## config.mk

```make
export PLATFORM = sky130hd
export DESIGN_NAME = mouse_report_encoder_core
export DESIGN_NICKNAME = d
export VERILOG_FILES = /design/src/mre_pkg.sv /design/src/mouse_report_encoder_core.sv /design/src/mre_front.sv /design/src/mre_queue.sv /design/src/mre_back.sv
export SDC_FILE = /design/constraint.sdc
export NUM_CORES = 1
export LEC_CHECK = 0
export ABC_AREA = 0
export BUFFER_PORTS_ARGS = -buffer_cell sky130_fd_sc_hd__buf_2
export CAP_MARGIN = 20
export CORE_MARGIN = 2
export CORE_UTILIZATION = 35
export CTS_CLUSTER_SIZE = 8
export DETAILED_ROUTE_END_ITERATION = 8
export MAX_ROUTING_LAYER = met4
export PLACE_DENSITY = 0.54
export SETUP_SLACK_MARGIN = 0.05
export SYNTH_ARGS = -nofsm -noshare
export SYNTH_HDL_FRONTEND = slang
export SYNTH_SLANG_ARGS = --single-unit
```

## constraint.sdc

```tcl
create_clock -name clk -period 24.1 [get_ports clk]
set_clock_uncertainty 0.1 [all_clocks]
set_input_delay 1.205 -clock clk [delete_from_list [all_inputs] [get_ports clk]]
set_output_delay 1.205 -clock clk [all_outputs]
set_load 0.02 [all_outputs]
```

## src/mre_pkg.sv

```systemverilog
// Shared types, character codes and decimal helpers for the mouse report encoder.
`default_nettype none

package mre_pkg;

    localparam int COORD_FIELD_W = 12;
    localparam int MRE_COORD_BITS = 12;
    localparam int CFG_IDX_W = 2;

    // Register indexes on the configuration port
    localparam logic [CFG_IDX_W-1:0] REG_REPORT_ENABLE = 2'd0;
    localparam logic [CFG_IDX_W-1:0] REG_SGR_FORMAT    = 2'd1;

    // Event kinds
    localparam logic [1:0] KIND_PRESS   = 2'd0;
    localparam logic [1:0] KIND_RELEASE = 2'd1;
    localparam logic [1:0] KIND_MOTION  = 2'd2;

    // Characters of the report
    localparam logic [7:0] CH_ESC    = 8'h1B;
    localparam logic [7:0] CH_LBRACK = 8'h5B;
    localparam logic [7:0] CH_LT     = 8'h3C;
    localparam logic [7:0] CH_SEMI   = 8'h3B;
    localparam logic [7:0] CH_M_UP   = 8'h4D;
    localparam logic [7:0] CH_M_LOW  = 8'h6D;
    localparam logic [7:0] CH_ZERO   = 8'h30;

    typedef struct packed {
        logic [1:0]               event_kind;
        logic [7:0]               button_code;
        logic [COORD_FIELD_W-1:0] column;
        logic [COORD_FIELD_W-1:0] line;
        logic                     shift_held;
        logic                     alt_held;
        logic                     ctrl_held;
    } in_item_t;

    typedef struct packed {
        logic [7:0] out_byte;
        logic       last_byte;
    } out_item_t;

    // Four decimal digits, index 3 the most significant
    typedef logic [3:0][3:0] digs_t;

    // One classified and converted report waiting for the emitter
    typedef struct packed {
        logic        release_evt;
        logic        sgr;
        logic [8:0]  code;
        logic [12:0] cx;
        logic [12:0] cy;
        digs_t       code_dig;
        digs_t       cx_dig;
        digs_t       cy_dig;
    } job_t;

    // Decimal digit of val at the given place; val must be below ten times the place.
    function automatic logic [3:0] dec_digit(input logic [12:0] val, input int unsigned unit);
        logic [3:0] d;
        d = 4'd0;
        for (int k = 1; k < 10; k++) begin
            if (32'(val) >= 32'(k) * unit) begin
                d = 4'(k);
            end
        end
        return d;
    endfunction

    function automatic logic [12:0] dec_rem(input logic [12:0] val, input int unsigned unit);
        logic [3:0] d;
        d = dec_digit(val, unit);
        return val - 13'(32'(d) * unit);
    endfunction

    function automatic logic [7:0] sat_byte(input logic [12:0] val);
        logic [13:0] s;
        s = {1'b0, val} + 14'd32;
        return (s > 14'd255) ? 8'hFF : s[7:0];
    endfunction

    // Position of the leading non-zero digit; a value of zero still shows one digit.
    function automatic logic [1:0] top_digit(input digs_t d);
        logic [1:0] idx;
        if (d[3] != 4'd0) begin
            idx = 2'd3;
        end else if (d[2] != 4'd0) begin
            idx = 2'd2;
        end else if (d[1] != 4'd0) begin
            idx = 2'd1;
        end else begin
            idx = 2'd0;
        end
        return idx;
    endfunction

    function automatic logic [7:0] ascii_digit(input logic [3:0] d);
        return CH_ZERO | {4'b0000, d};
    endfunction

endpackage

`default_nettype wire

```

## src/mouse_report_encoder_core.sv

```systemverilog
// Top level of the mouse report encoder: configuration registers and the three stages.
//
// Mouse events are pushed into the input queue port (push, full, in_item) and the
// report comes out one byte per item on the output queue port (empty, pop, out_item),
// with last_byte marking the final byte of each report. Two registers on the cfg_*
// write port select whether reporting is on and whether SGR or legacy format is used;
// cfg_ready is always high. Writes should only be made while no report is in flight.
// An event passes the front end and the queue before its first byte reaches out_item.
// The emitter sets the sustained rate, sending one byte per cycle while the receiver
// keeps popping; an SGR report has 9 to 17 bytes and a legacy report 6. The next
// report follows the previous one without a gap. The front end converts numbers to
// decimal in a four-stage pipeline and can take an event every cycle until its
// two-entry hand-over queue fills. When the receiver stops popping, the held byte
// stays on out_item, the queue fills and full is raised. Events pushed while
// reporting is off produce nothing. Reset clears both registers (reporting off,
// legacy format) and drops any report in progress.
`default_nettype none

module mouse_report_encoder_core #(
    parameter int COORD_BITS = mre_pkg::MRE_COORD_BITS
) (
    input  logic                             clk,
    input  logic                             rst_n,
    input  logic                             push,
    output logic                             full,
    input  mre_pkg::in_item_t                in_item,
    output logic                             empty,
    input  logic                             pop,
    output mre_pkg::out_item_t               out_item,
    input  logic                             cfg_valid,
    output logic                             cfg_ready,
    input  logic [mre_pkg::CFG_IDX_W-1:0]    cfg_index,
    input  logic                             cfg_data
);
    import mre_pkg::*;

    logic report_enable_reg;
    logic sgr_format_reg;
    logic job_valid;
    job_t front_job;
    job_t head;
    logic q_full, q_empty, q_pop;

    assign cfg_ready = 1'b1;

    always_ff @(posedge clk or negedge rst_n)
    begin
        if (!rst_n)
        begin
            report_enable_reg <= 1'b0;
            sgr_format_reg    <= 1'b0;
        end
        else if (cfg_valid)
        begin
            unique case (cfg_index)
                REG_REPORT_ENABLE: report_enable_reg <= cfg_data;
                REG_SGR_FORMAT:    sgr_format_reg    <= cfg_data;
                default:           ;
            endcase
        end
    end

    mre_front #(
        .COORD_BITS (COORD_BITS)
    ) u_front (
        .clk           (clk),
        .rst_n         (rst_n),
        .push          (push),
        .full          (full),
        .in_item       (in_item),
        .report_enable (report_enable_reg),
        .sgr_format    (sgr_format_reg),
        .job_valid     (job_valid),
        .job           (front_job),
        .q_full        (q_full)
    );

    mre_queue u_queue (
        .clk      (clk),
        .rst_n    (rst_n),
        .wr_valid (job_valid),
        .wr_job   (front_job),
        .q_full   (q_full),
        .q_empty  (q_empty),
        .head     (head),
        .rd_pop   (q_pop)
    );

    mre_back u_back (
        .clk      (clk),
        .rst_n    (rst_n),
        .q_empty  (q_empty),
        .head     (head),
        .q_pop    (q_pop),
        .empty    (empty),
        .pop      (pop),
        .out_item (out_item)
    );

endmodule

`default_nettype wire

```

## src/mre_front.sv

```systemverilog
// Front end: accepts mouse events, builds the button code and converts the numbers to decimal.
`default_nettype none

module mre_front #(
    parameter int COORD_BITS = mre_pkg::MRE_COORD_BITS
) (
    input  logic             clk,
    input  logic             rst_n,
    input  logic             push,
    output logic             full,
    input  mre_pkg::in_item_t in_item,
    input  logic             report_enable,
    input  logic             sgr_format,
    output logic             job_valid,
    output mre_pkg::job_t    job,
    input  logic             q_full
);
    import mre_pkg::*;

    localparam int EFF_BITS = (COORD_BITS < COORD_FIELD_W) ? COORD_BITS : COORD_FIELD_W;
    localparam logic [COORD_FIELD_W-1:0] CMASK = COORD_FIELD_W'((1 << EFF_BITS) - 1);

    logic        adv;
    logic        s1_valid_reg, s2_valid_reg, s3_valid_reg, s4_valid_reg;
    job_t        s1_job_next;
    job_t        s1_job_reg, s2_job_reg, s3_job_reg, s4_job_reg;
    job_t        s2_job_next, s3_job_next, s4_job_next;
    logic [6:0]  code_rem2_reg, code_rem2_next;
    logic [9:0]  cx_rem2_reg, cx_rem2_next, cy_rem2_reg, cy_rem2_next;
    logic [6:0]  cx_rem3_reg, cx_rem3_next, cy_rem3_reg, cy_rem3_next;
    logic [8:0]  code_sum;

    // The whole pipeline moves together; it stops only when its last stage cannot hand over.
    assign adv       = !s4_valid_reg || !q_full;
    assign full      = !adv;
    assign job_valid = s4_valid_reg;
    assign job       = s4_job_reg;

    always_comb
    begin
        code_sum = {1'b0, in_item.button_code}
                 + ((in_item.event_kind == KIND_MOTION) ? 9'd32 : 9'd0)
                 + (in_item.shift_held ? 9'd4 : 9'd0)
                 + (in_item.alt_held ? 9'd8 : 9'd0)
                 + (in_item.ctrl_held ? 9'd16 : 9'd0);
        s1_job_next             = '0;
        s1_job_next.release_evt = (in_item.event_kind == KIND_RELEASE);
        s1_job_next.sgr         = sgr_format;
        s1_job_next.code        = code_sum;
        s1_job_next.cx          = {1'b0, in_item.column & CMASK} + 13'd1;
        s1_job_next.cy          = {1'b0, in_item.line & CMASK} + 13'd1;
    end

    always_comb
    begin
        s2_job_next             = s1_job_reg;
        s2_job_next.code_dig[3] = 4'd0;
        s2_job_next.code_dig[2] = dec_digit(13'(s1_job_reg.code), 100);
        s2_job_next.cx_dig[3]   = dec_digit(s1_job_reg.cx, 1000);
        s2_job_next.cy_dig[3]   = dec_digit(s1_job_reg.cy, 1000);
        code_rem2_next          = 7'(dec_rem(13'(s1_job_reg.code), 100));
        cx_rem2_next            = 10'(dec_rem(s1_job_reg.cx, 1000));
        cy_rem2_next            = 10'(dec_rem(s1_job_reg.cy, 1000));
    end

    always_comb
    begin
        s3_job_next             = s2_job_reg;
        s3_job_next.code_dig[1] = dec_digit(13'(code_rem2_reg), 10);
        s3_job_next.code_dig[0] = 4'(dec_rem(13'(code_rem2_reg), 10));
        s3_job_next.cx_dig[2]   = dec_digit(13'(cx_rem2_reg), 100);
        s3_job_next.cy_dig[2]   = dec_digit(13'(cy_rem2_reg), 100);
        cx_rem3_next            = 7'(dec_rem(13'(cx_rem2_reg), 100));
        cy_rem3_next            = 7'(dec_rem(13'(cy_rem2_reg), 100));
    end

    always_comb
    begin
        s4_job_next           = s3_job_reg;
        s4_job_next.cx_dig[1] = dec_digit(13'(cx_rem3_reg), 10);
        s4_job_next.cx_dig[0] = 4'(dec_rem(13'(cx_rem3_reg), 10));
        s4_job_next.cy_dig[1] = dec_digit(13'(cy_rem3_reg), 10);
        s4_job_next.cy_dig[0] = 4'(dec_rem(13'(cy_rem3_reg), 10));
    end

    // Events taken while reporting is off are dropped here.
    always_ff @(posedge clk or negedge rst_n)
    begin
        if (!rst_n)
        begin
            s1_valid_reg <= 1'b0;
            s2_valid_reg <= 1'b0;
            s3_valid_reg <= 1'b0;
            s4_valid_reg <= 1'b0;
        end
        else if (adv)
        begin
            s1_valid_reg <= push && report_enable;
            s2_valid_reg <= s1_valid_reg;
            s3_valid_reg <= s2_valid_reg;
            s4_valid_reg <= s3_valid_reg;
        end
    end

    always_ff @(posedge clk)
    begin
        if (adv)
        begin
            s1_job_reg    <= s1_job_next;
            s2_job_reg    <= s2_job_next;
            s3_job_reg    <= s3_job_next;
            s4_job_reg    <= s4_job_next;
            code_rem2_reg <= code_rem2_next;
            cx_rem2_reg   <= cx_rem2_next;
            cy_rem2_reg   <= cy_rem2_next;
            cx_rem3_reg   <= cx_rem3_next;
            cy_rem3_reg   <= cy_rem3_next;
        end
    end

endmodule

`default_nettype wire

```

## src/mre_queue.sv

```systemverilog
// Two-entry queue of converted reports between the front end and the byte emitter.
`default_nettype none

module mre_queue (
    input  logic          clk,
    input  logic          rst_n,
    input  logic          wr_valid,
    input  mre_pkg::job_t wr_job,
    output logic          q_full,
    output logic          q_empty,
    output mre_pkg::job_t head,
    input  logic          rd_pop
);
    import mre_pkg::*;

    job_t       mem_reg [2];
    logic       wr_ptr_reg, rd_ptr_reg;
    logic [1:0] count_reg, count_next;
    logic       do_wr, do_rd;

    assign q_full  = (count_reg == 2'd2);
    assign q_empty = (count_reg == 2'd0);
    assign head    = mem_reg[rd_ptr_reg];
    assign do_wr   = wr_valid && !q_full;
    assign do_rd   = rd_pop && !q_empty;

    always_comb
    begin
        count_next = count_reg;
        if (do_wr && !do_rd)
        begin
            count_next = count_reg + 2'd1;
        end
        else if (do_rd && !do_wr)
        begin
            count_next = count_reg - 2'd1;
        end
    end

    always_ff @(posedge clk or negedge rst_n)
    begin
        if (!rst_n)
        begin
            wr_ptr_reg <= 1'b0;
            rd_ptr_reg <= 1'b0;
            count_reg  <= 2'd0;
        end
        else
        begin
            count_reg <= count_next;
            if (do_wr)
            begin
                wr_ptr_reg <= !wr_ptr_reg;
            end
            if (do_rd)
            begin
                rd_ptr_reg <= !rd_ptr_reg;
            end
        end
    end

    always_ff @(posedge clk)
    begin
        if (do_wr)
        begin
            mem_reg[wr_ptr_reg] <= wr_job;
        end
    end

endmodule

`default_nettype wire

```

## src/mre_back.sv

```systemverilog
// Back end: walks through one report a byte at a time into the output register.
`default_nettype none

module mre_back (
    input  logic              clk,
    input  logic              rst_n,
    input  logic              q_empty,
    input  mre_pkg::job_t     head,
    output logic              q_pop,
    output logic              empty,
    input  logic              pop,
    output mre_pkg::out_item_t out_item
);
    import mre_pkg::*;

    localparam logic [3:0] ST_IDLE     = 4'd0;
    localparam logic [3:0] ST_BRACKET  = 4'd1;
    localparam logic [3:0] ST_LT       = 4'd2;
    localparam logic [3:0] ST_CODE     = 4'd3;
    localparam logic [3:0] ST_SEMI1    = 4'd4;
    localparam logic [3:0] ST_CX       = 4'd5;
    localparam logic [3:0] ST_SEMI2    = 4'd6;
    localparam logic [3:0] ST_CY       = 4'd7;
    localparam logic [3:0] ST_FINAL    = 4'd8;
    localparam logic [3:0] ST_LEG_M    = 4'd9;
    localparam logic [3:0] ST_LEG_CODE = 4'd10;
    localparam logic [3:0] ST_LEG_X    = 4'd11;
    localparam logic [3:0] ST_LEG_Y    = 4'd12;

    logic [3:0] state_reg, state_next;
    logic [1:0] idx_reg, idx_next;
    job_t       job_reg, job_next;
    out_item_t  out_reg, out_next;
    logic       out_valid_reg, out_valid_next;
    logic       adv;
    logic       emit;

    // A new byte can go out only when the output register is free or being taken.
    assign adv      = !out_valid_reg || pop;
    assign empty    = !out_valid_reg;
    assign out_item = out_reg;

    always_comb
    begin
        state_next         = state_reg;
        idx_next           = idx_reg;
        job_next           = job_reg;
        q_pop              = 1'b0;
        emit               = 1'b0;
        out_next.out_byte  = CH_ESC;
        out_next.last_byte = 1'b0;
        if (adv)
        begin
            unique case (state_reg)
                ST_IDLE:
                begin
                    if (!q_empty)
                    begin
                        q_pop      = 1'b1;
                        job_next   = head;
                        emit       = 1'b1;
                        state_next = ST_BRACKET;
                    end
                end
                ST_BRACKET:
                begin
                    emit              = 1'b1;
                    out_next.out_byte = CH_LBRACK;
                    state_next        = job_reg.sgr ? ST_LT : ST_LEG_M;
                end
                ST_LT:
                begin
                    emit              = 1'b1;
                    out_next.out_byte = CH_LT;
                    idx_next          = top_digit(job_reg.code_dig);
                    state_next        = ST_CODE;
                end
                ST_CODE:
                begin
                    emit              = 1'b1;
                    out_next.out_byte = ascii_digit(job_reg.code_dig[idx_reg]);
                    idx_next          = idx_reg - 2'd1;
                    if (idx_reg == 2'd0)
                    begin
                        state_next = ST_SEMI1;
                    end
                end
                ST_SEMI1:
                begin
                    emit              = 1'b1;
                    out_next.out_byte = CH_SEMI;
                    idx_next          = top_digit(job_reg.cx_dig);
                    state_next        = ST_CX;
                end
                ST_CX:
                begin
                    emit              = 1'b1;
                    out_next.out_byte = ascii_digit(job_reg.cx_dig[idx_reg]);
                    idx_next          = idx_reg - 2'd1;
                    if (idx_reg == 2'd0)
                    begin
                        state_next = ST_SEMI2;
                    end
                end
                ST_SEMI2:
                begin
                    emit              = 1'b1;
                    out_next.out_byte = CH_SEMI;
                    idx_next          = top_digit(job_reg.cy_dig);
                    state_next        = ST_CY;
                end
                ST_CY:
                begin
                    emit              = 1'b1;
                    out_next.out_byte = ascii_digit(job_reg.cy_dig[idx_reg]);
                    idx_next          = idx_reg - 2'd1;
                    if (idx_reg == 2'd0)
                    begin
                        state_next = ST_FINAL;
                    end
                end
                ST_FINAL:
                begin
                    emit               = 1'b1;
                    out_next.out_byte  = job_reg.release_evt ? CH_M_LOW : CH_M_UP;
                    out_next.last_byte = 1'b1;
                    state_next         = ST_IDLE;
                end
                ST_LEG_M:
                begin
                    emit              = 1'b1;
                    out_next.out_byte = CH_M_UP;
                    state_next        = ST_LEG_CODE;
                end
                ST_LEG_CODE:
                begin
                    emit              = 1'b1;
                    out_next.out_byte = sat_byte(13'(job_reg.code));
                    state_next        = ST_LEG_X;
                end
                ST_LEG_X:
                begin
                    emit              = 1'b1;
                    out_next.out_byte = sat_byte(job_reg.cx);
                    state_next        = ST_LEG_Y;
                end
                ST_LEG_Y:
                begin
                    emit               = 1'b1;
                    out_next.out_byte  = sat_byte(job_reg.cy);
                    out_next.last_byte = 1'b1;
                    state_next         = ST_IDLE;
                end
                default:
                begin
                    state_next = ST_IDLE;
                end
            endcase
        end
        out_valid_next = adv ? emit : out_valid_reg;
    end

    always_ff @(posedge clk or negedge rst_n)
    begin
        if (!rst_n)
        begin
            state_reg     <= ST_IDLE;
            idx_reg       <= 2'd0;
            out_valid_reg <= 1'b0;
        end
        else
        begin
            state_reg     <= state_next;
            idx_reg       <= idx_next;
            out_valid_reg <= out_valid_next;
        end
    end

    always_ff @(posedge clk)
    begin
        job_reg <= job_next;
        if (adv && emit)
        begin
            out_reg <= out_next;
        end
    end

endmodule

`default_nettype wire

```

==> results of run 1 <==
-- synth_stat cells, types with 4 or more instances --
master	instances	area, sq um
sky130_fd_sc_hd__o311ai_0	4	35.0
sky130_fd_sc_hd__dfrtp_1	17	425
sky130_fd_sc_hd__inv_1	95	357
sky130_fd_sc_hd__nand3_1	27	135
sky130_fd_sc_hd__o31ai_1	8	60.1
sky130_fd_sc_hd__a211o_1	4	35.0
sky130_fd_sc_hd__o21bai_1	5	37.5
sky130_fd_sc_hd__a31oi_1	18	113
sky130_fd_sc_hd__xor2_1	25	219
sky130_fd_sc_hd__ha_1	54	676
sky130_fd_sc_hd__o21ai_1	4	20.0
sky130_fd_sc_hd__nor4_1	9	56.3
sky130_fd_sc_hd__nand2b_1	12	75.1
sky130_fd_sc_hd__a211oi_1	6	45.0
sky130_fd_sc_hd__buf_1	11	41.3
sky130_fd_sc_hd__a21o_1	17	128
sky130_fd_sc_hd__fa_1	15	300
sky130_fd_sc_hd__nor3_1	21	105
sky130_fd_sc_hd__o21ai_0	69	345
sky130_fd_sc_hd__xnor2_1	56	490
sky130_fd_sc_hd__o211ai_1	9	67.6
sky130_fd_sc_hd__mux2_2	83	935
sky130_fd_sc_hd__edfxtp_1	494	14800
sky130_fd_sc_hd__and3_1	11	68.8
sky130_fd_sc_hd__mux4_2	8	180
sky130_fd_sc_hd__clkbuf_1	26	97.6
sky130_fd_sc_hd__or3_1	6	37.5
sky130_fd_sc_hd__a2111oi_0	5	43.8
sky130_fd_sc_hd__nor3b_1	4	30.0
sky130_fd_sc_hd__nand4_1	4	25.0
sky130_fd_sc_hd__nand3b_1	6	45.0
sky130_fd_sc_hd__a21oi_1	48	240
sky130_fd_sc_hd__nor2b_1	14	87.6
sky130_fd_sc_hd__nand2_1	62	233
sky130_fd_sc_hd__nor2_1	66	248
-- layer usage --
layer  GRT usage  vias to the layer above  routed length [microns]
met1       0.158                     5619                    17000
li1            -                     5392                        -
met4      0.0474                        0                     1020
met5           -                        -                        0
met3      0.0282                       81                     1490
met2       0.197                      230                    17800
-- critical path: stages (launching register included) --
cell	delay, ns
sky130_fd_sc_hd__edfxtp_1	0.53
sky130_fd_sc_hd__nand3_2	0.18
sky130_fd_sc_hd__or3_1	0.40
sky130_fd_sc_hd__o22ai_1	0.21
sky130_fd_sc_hd__a21oi_1	0.12
sky130_fd_sc_hd__or2_2	0.33
sky130_fd_sc_hd__inv_1	0.16
sky130_fd_sc_hd__ha_1	0.25
sky130_fd_sc_hd__inv_1	0.08
sky130_fd_sc_hd__fa_1	0.46
sky130_fd_sc_hd__fa_1	0.51
sky130_fd_sc_hd__ha_1	0.32
sky130_fd_sc_hd__o21ai_0	0.12
sky130_fd_sc_hd__o21bai_1	0.09
sky130_fd_sc_hd__a21oi_1	0.18
sky130_fd_sc_hd__xnor2_1	0.15
sky130_fd_sc_hd__xnor2_1	0.08
-- layout make-up --
cell class,count,share of cell area
Multi-Input combinational cell,734,0.227
Sequential cell,511,0.619
Timing Repair Buffer,64,0.0147
Clock inverter,5,0.00264
Clock buffer,102,0.0824
Tap cell,782,0.0397
Inverter,96,0.0146
-- stage by stage --
step,total power (W),utilization,cells
floorplan,0.00241,-,1383
global placement,0.00261,0.373,2186
detailed placement,0.00264,0.373,2186
CTS,0.00360,0.408,2293
global route,0.00379,0.408,2294
finish,0.00355,0.408,2294
-- kinds of logic after synthesis --
kind of cell,share of synthesized area
other,0.000176
XOR/XNOR,0.0332
multiplexers,0.0536
AO/OA/AOI/OAI,0.0675
AND/OR/NAND/NOR,0.0601
flip-flops,0.715
adder cells (fa/ha/maj),0.0462
buffers and inverters,0.0248
-- path summary, 6_finish.rpt --
check / startpoint / slack [ns] / depth (start not counted) / to
max in group asynchronous: rst_n / 23.14 / 1 / u_queue.rd_ptr_reg$_DFFE_PN0P_
worst min register to register: u_front.s3_job_reg[13]$_DFFE_PN_ / 0.31 / 0 / u_front.job[13]$_DFFE_PN_
min in group asynchronous: rst_n / 0.45 / 1 / u_queue.count_reg[0]$_DFFE_PN0P_
worst max register to register: u_front.s1_job_reg[68]$_DFFE_PN_ / 19.58 / 16 / u_front.cx_rem2_reg[9]$_DFFE_PN_
worst min-delay path: u_front.s3_job_reg[13]$_DFFE_PN_ / 0.31 / 0 / u_front.job[13]$_DFFE_PN_
worst max-delay path: u_front.s1_job_reg[68]$_DFFE_PN_ / 19.58 / 16 / u_front.cx_rem2_reg[9]$_DFFE_PN_
-- report_power, final --
part / switching [W] / total (W) / internal, W
combinational: 0.000532 / 0.000970 / 0.000438
sequential: 0.000200 / 0.00165 / 0.00145
clock: 0.000353 / 0.000933 / 0.000580
==> results by group, run 1 <==
Status
  • Outcome: complete, no violations

STA
  • Headroom to the max-slew limit: 0.276
  • Actual slew at the worst max-slew pin: 1.09 ns
  • Final hold violation count: 0
  • Number of max-slew violations in the final report: 0
  • Final critical-path required period: 4.52 ns
  • Unrepaired setup endpoints after global routing: false
  • Total negative slack for setup checks: 0 ns
  • Fin worst setup slack: 19.58 ns
  • Portion of the clock cycle consumed by the worst path in the final layout: 0.188
  • Maximum achievable frequency: 221 MHz
  • Final hold slack: 0.312 ns
  • Final number of setup-violating endpoints: 0

Setup path
  • Critical-path maximum fanout: 8
  • CP endpoint kind: flop
  • Req. time, crit path: 24.33 ns
  • Startpoint class of the critical path: flop
  • Crit path arrival time: 4.76 ns
  • Crit Path Category: flop to flop

Die
  • Rows: 90
  • Chip Height: 251 microns
  • I/O pins: 57
  • Die X-Extent: 251 microns
  • Placeable core area: 60,400 sq um
  • Starting Density: 0.354
  • Die outline area: 63,000 sq um

Cells and area
  • Commonest non-fill, non-tap cell in the layout: sky130_fd_sc_hd__edfxtp_1
  • Count of nets after finishing: 1,595
  • Antenna diode instance count: 0
  • Area of the multi-input gates: 5590 sq um
  • Max FFs per register: 154
  • Fillcell total: 5,447
  • Post-synthesis to final-layout area growth: 15.4%
  • Post-route design area: 24,700 sq um
  • Sequential cell area: 15,300 sq um
  • Most used cells in the layout excluding fill and tap cells: 494 x sky130_fd_sc_hd__edfxtp_1, 95 x sky130_fd_sc_hd__inv_1, 83 x sky130_fd_sc_hd__mux2_2, 77 x sky130_fd_sc_hd__clkbuf_16, 69 x sky130_fd_sc_hd__o21ai_0
  • Layout cell share with drive strength beyond 1: 0.169

Logic synthesis
  • Post-synthesis sequential element count: 511
  • Gate count of the mapped netlist: 1,381
  • Predominant post-synthesis flop cell: sky130_fd_sc_hd__edfxtp_1
  • Average instance area after synthesis: 15.5 sq um
  • Portion of the post-synthesis area used by sequential elements: 0.715
  • Yosys Warn Count: 0
  • Cell Area, Synth: 21,400 sq um
  • Count of different cell masters after synthesis: 69
  • EDFF count, synth: 494
  • Async set-reset flop share out of synthesis: 0.0333

CTS
  • Number of gates given a new drive strength after cts: 0
  • CTS tree: built
  • Number of setup buffers added after CTS: 0
  • Root buffer cell: sky130_fd_sc_hd__clkbuf_16
  • Maximum buffer depth of the clock tree: 3
  • Number of buffers inserted during clock tree synthesis: 74
  • CTS clk-pin slew, worst paths: 0.05 ns
  • Clk Latency, worst-skew pair: 0.58 ns
  • Clock tree sinks: 511
  • H-Tree Level Count: 3
  • Hold buffer count at CTS: 0

Pwr
  • Peak supply drop: 0.0000511 V
  • Power density over cell area: 144 nW/um^2
  • LEAKAGE: 8.99 nW

GRT
  • Via count of the first global-routing pass: 11.6k
  • Global route total overflow: 0
  • Largest net degree at the start of global routing: 86
  • First-pass GRT wire length: 61,100 microns
  • Combined global-route utilization of all metal layers: 0.125
  • Antenna violations before repair: 2

Route
  • Count of unresolved DRC violations after routing: 0
  • Wire per inst: 16.3 microns
  • Remaining antenna violation count after routing: 0
  • DR iter-0 viols: 820
  • Length of the first detailed-routing pass in iterations: 5
  • Via count: 11.3k
  • Via/cell ratio: 4.94
  • Final wirelength: 37,300 microns

Placed design
  • Routability cong.: 0.844
  • Placed wire-length estimate after detailed placement: 23,400 microns
  • Post-DP Area: 22,500 sq um
  • Worst-case setup slack after placement: 19.63 ns
  • PortBufs: 55

Min path
  • Type of the worst min-delay path: flop to flop

Run
  • Number of max-cap violations: 0
(Power assumes the default switching activity.)
==> inputs of run 2 (changes only) <==
--- a/config.mk
+++ b/config.mk
@@ -5,7 +5,7 @@
 export SDC_FILE = /design/constraint.sdc
 export NUM_CORES = 1
 export LEC_CHECK = 0
-export ABC_AREA = 0
+export ABC_AREA = 1
 export BUFFER_PORTS_ARGS = -buffer_cell sky130_fd_sc_hd__buf_2
 export CAP_MARGIN = 20
 export CORE_MARGIN = 2
@@ -13,7 +13,7 @@
 export CTS_CLUSTER_SIZE = 8
 export DETAILED_ROUTE_END_ITERATION = 8
 export MAX_ROUTING_LAYER = met4
-export PLACE_DENSITY = 0.54
+export PLACE_DENSITY = 0.56
 export SETUP_SLACK_MARGIN = 0.05
 export SYNTH_ARGS = -nofsm -noshare
 export SYNTH_HDL_FRONTEND = slang
==> constraint.sdc (replaced) <==
create_clock -name clk -period 3.8 [get_ports clk]
set_clock_uncertainty 0.1 [all_clocks]
set_input_delay 0.19 -clock clk [delete_from_list [all_inputs] [get_ports clk]]
set_output_delay 0.19 -clock clk [all_outputs]
set_load 0.02 [all_outputs]
==> run 2 against run 1 <==
  * The flow now finishes with violations (DRC)
  * First-iteration DRC count is 8.4% higher
  * Critical path depth is 8 higher
  * Sequential share of layout area down 4.2 points
  * Combinational power grew to 9.5 times the previous value
  * Maximum frequency rose by 21%
  * Utilization up 2.1 points
  * Area after synthesis is 1.4% higher
  * Cell count grew 23%
  * Critical endpoint is now u_front.cy_rem2_reg[9]$_DFFE_PN_
  * Total power increased to 7.2 times the previous value
==> results by group, run 2 <==
Cells and area
  • Layout cell share with drive strength beyond 1: 0.163
  • Max FFs per register: 154
  • Core utilization of the finished layout: 0.430
  • Finished Layout Cells: 2,833
  • Count of nets after finishing: 2,133
  • Antenna diode instance count: 0
  • Area of the multi-input gates: 5840 sq um
  • Commonest non-fill, non-tap cell in the layout: sky130_fd_sc_hd__edfxtp_1
  • Fillcell total: 5,592
  • Sequential cell area: 15,300 sq um
  • Post-synthesis to final-layout area growth: 22.0%
  • Most used cells in the layout excluding fill and tap cells: 494 x sky130_fd_sc_hd__edfxtp_1, 452 x sky130_fd_sc_hd__nand2_1, 167 x sky130_fd_sc_hd__inv_1, 121 x sky130_fd_sc_hd__nor2_1

GRT
  • First-pass GRT wire length: 66,300 microns
  • Combined global-route utilization of all metal layers: 0.134
  • Global route total overflow: 0
  • Largest net degree at the start of global routing: 151
  • Via count of the first global-routing pass: 13.1k
  • Antenna violations before repair: 0

Logic synthesis
  • Cell Area, Synth: 21,700 sq um
  • Area contributors post-synth: sky130_fd_sc_hd__edfxtp_1 68%, sky130_fd_sc_hd__nand2_1 8.1%, sky130_fd_sc_hd__inv_1 3.2%, sky130_fd_sc_hd__ha_1 3.1%, sky130_fd_sc_hd__nor2_1 2.2%
  • Portion of the post-synthesis area used by sequential elements: 0.704
  • Gate count of the mapped netlist: 1,770
  • Predominant post-synthesis flop cell: sky130_fd_sc_hd__edfxtp_1
  • Share of Yosys cell area claimed by the top area cell type: 0.685
  • Average instance area after synthesis: 12.2 sq um
  • Library cell with the largest summed area after synthesis: sky130_fd_sc_hd__edfxtp_1
  • Most numerous cell in the Yosys netlist: sky130_fd_sc_hd__edfxtp_1
  • Post-synthesis sequential element count: 511
  • EDFF count, synth: 494
  • Top cells by instance count after synthesis: 494 x sky130_fd_sc_hd__edfxtp_1, 470 x sky130_fd_sc_hd__nand2_1, 184 x sky130_fd_sc_hd__inv_1, 127 x sky130_fd_sc_hd__nor2_1, 86 x sky130_fd_sc_hd__o21ai_0
  • Async set-reset flop share out of synthesis: 0.0333
  • Yosys Warn Count: 0
  • Count of different cell masters after synthesis: 53

Setup path
  • Crit Path Category: flop to flop
  • Slack of the worst reg-to-reg path: 0.08 ns
  • CP endpoint kind: flop
  • Req. time, crit path: 4.06 ns
  • Reg2Reg Launch Point: u_front.s1_job_reg[58]$_DFFE_PN_
  • Capturing point of the worst reg2reg path: u_front.cy_rem2_reg[9]$_DFFE_PN_
  • Startpoint class of the critical path: flop
  • Crit path arrival time: 3.99 ns
  • Critical-path maximum fanout: 4
  • Worst Reg-to-Reg Cells: 24

CTS
  • CTS clk-pin slew, worst paths: 0.05 ns
  • H-Tree Level Count: 3
  • Number of buffers inserted during clock tree synthesis: 74
  • Clock tree sinks: 511
  • Clk Latency, worst-skew pair: 0.60 ns
  • CTS tree: built
  • Root buffer cell: sky130_fd_sc_hd__clkbuf_16
  • Maximum buffer depth of the clock tree: 3

Route
  • Count of unresolved DRC violations after routing: 1
  • DR iter-0 viols: 889
  • Final wirelength: 40,800 microns
  • Via count: 13.2k
  • Via/cell ratio: 4.66
  • Wire per inst: 14.4 microns
  • Remaining antenna violation count after routing: 0
  • Length of the first detailed-routing pass in iterations: 7

Min path
  • Type of the worst min-delay path: input port to flop
  • End point of the most critical hold path: u_front.s1_job_reg[77]$_DFFE_PN_
  • Cell count of the worst hold path: 4
  • Worst hold path startpoint: in_item[30]

Die
  • Placeable core area: 61,500 sq um
  • I/O pins: 57
  • Die X-Extent: 253 microns
  • Chip Height: 253 microns
  • Die outline area: 63,900 sq um
  • Rows: 91
  • Starting Density: 0.352

STA
  • Unrepaired setup endpoints after global routing: true
  • Final critical-path required period: 3.72 ns
  • Final number of setup-violating endpoints: 0
  • Actual slew at the worst max-slew pin: 0.934 ns
  • Headroom to the max-slew limit: 0.377
  • Portion of the clock cycle consumed by the worst path in the final layout: 0.980
  • Final hold violation count: 0
  • Number of max-slew violations in the final report: 0
  • Maximum achievable frequency: 268 MHz
  • Final hold slack: 0.0358 ns

Placed design
  • Placed wire-length estimate after detailed placement: 25,800 microns
  • PortBufs: 55
  • Placed Cells incl. Taps: 2,650
  • Routability cong.: 0.862

Status
  • Outcome: finished, violations left
  • Violations in the final reports: DRC

Pwr
  • Peak supply drop: 0.000673 V
  • Power density over cell area: 975 nW/um^2
  • LEAKAGE: 10.7 nW

Run
  • Number of max-cap violations: 0
==> run 2: cell count changes after synthesis, moves of 19 or more <==
cell	change
sky130_fd_sc_hd__nand3_1	+19
sky130_fd_sc_hd__inv_1	+89
sky130_fd_sc_hd__nand2_1	+408
sky130_fd_sc_hd__nor2_1	+61
sky130_fd_sc_hd__xnor2_1	-27
sky130_fd_sc_hd__mux2_2	-83
==> run 2: per-stage QoR <==
stage / setup WS [ns] / cell area [sq um] / TNS, ns / power [W]
2_1_floorplan: -1.44 / 21700 / -369.15 / 0.0168
3_3_place_gp: -0.0612 / 23300 / -0.0957 / 0.0192
3_5_place_dp: -0.134 / 23300 / -0.219 / 0.0194
4_1_cts: 0.0454 / 26100 / 0 / 0.0256
5_1_grt: -0.202 / 26400 / -0.337 / 0.0279
6_report: 0.0751 / 26400 / 0 / 0.0258
==> run 2: routing by layer <==
metal  GRT usage  up-vias  wire [microns]
li1            -     6550               -
met1       0.171     6286           18700
met2       0.214      310           19400
met3      0.0244       62            1800
met4      0.0538        0             913
met5           -        -               0
==> run 2: worst max path at each step <==
stage                                           from                                  to  cells after the start
floorplan           u_queue.count_reg[1]$_DFFE_PN0P_  u_front.code_rem2_reg[0]$_DFFE_PN_                      3
global placement    u_front.s1_job_reg[58]$_DFFE_PN_    u_front.cy_rem2_reg[9]$_DFFE_PN_                     28
detailed placement  u_front.s1_job_reg[58]$_DFFE_PN_    u_front.cy_rem2_reg[9]$_DFFE_PN_                     28
CTS                 u_front.s1_job_reg[54]$_DFFE_PN_    u_front.cy_rem2_reg[9]$_DFFE_PN_                     19
global route        u_front.s1_job_reg[58]$_DFFE_PN_    u_front.cy_rem2_reg[9]$_DFFE_PN_                     24
finish              u_front.s1_job_reg[58]$_DFFE_PN_    u_front.cy_rem2_reg[9]$_DFFE_PN_                     24
==> run 2: kinds of logic (layout without fill, tap and decap cells) <==
| logic type | Yosys count | after routing | synth area share |
|---|---|---|---|
| xor+xnor | 65 | 65 | 0.0263 |
| simple gates | 704 | 704 | 0.133 |
| other cells | 1 | 3 | 0.000173 |
| buf+inv | 226 | 497 | 0.0394 |
| flops | 511 | 511 | 0.704 |
| fa+ha+maj | 69 | 69 | 0.0451 |
| compound gates | 194 | 194 | 0.0518 |
==> run 2: layout make-up <==
type,instances,share of cell area
clock buffer,91,0.0725
timing repair buffer,196,0.0573
tap,790,0.0374
inverter,201,0.0291
sequential,511,0.577
clock inverter,9,0.00511
multi-input combinational,1035,0.221
==> run 2: report_power, final <==
group | internal, W | leakage, nW | switching (W)
logic | 0.00368 | 4.59 | 0.00551
clock network | 0.00353 | 0.989 | 0.00225
registers | 0.00970 | 5.12 | 0.00109
total | 0.0169 | 10.7 | 0.00885
==> run 2: worst max-delay path, stage by stage, from the launching register on <==
cell and delay (ns):
sky130_fd_sc_hd__edfxtp_1 0.41, sky130_fd_sc_hd__buf_6 0.16, sky130_fd_sc_hd__inv_6 0.05, sky130_fd_sc_hd__nand2_4 0.06, sky130_fd_sc_hd__nor2_4 0.12, sky130_fd_sc_hd__nand3b_1 0.12, sky130_fd_sc_hd__nand2_1 0.09, sky130_fd_sc_hd__nand3_1 0.07
sky130_fd_sc_hd__nand2_1 0.07, sky130_fd_sc_hd__nand2_1 0.06, sky130_fd_sc_hd__nand2_1 0.06, sky130_fd_sc_hd__nand2_1 0.06, sky130_fd_sc_hd__nand2_2 0.12, sky130_fd_sc_hd__nand2_4 0.09, sky130_fd_sc_hd__fa_2 0.57, sky130_fd_sc_hd__fa_2 0.46
sky130_fd_sc_hd__ha_4 0.28, sky130_fd_sc_hd__nand2_1 0.05, sky130_fd_sc_hd__nand2_1 0.08, sky130_fd_sc_hd__a21oi_2 0.06, sky130_fd_sc_hd__nand3b_1 0.15, sky130_fd_sc_hd__nand2_1 0.09, sky130_fd_sc_hd__inv_1 0.04, sky130_fd_sc_hd__nand2_1 0.05
sky130_fd_sc_hd__nand2_1 0.04
==> run 2: what timing repair did <==
item	CTS	global route
pin swaps	8	43
buffers inserted	11	19
hold buffers	54	0
gates resized for setup	20	59
endpoints found under the hold margin	56	0
setup endpoints to repair	4	6
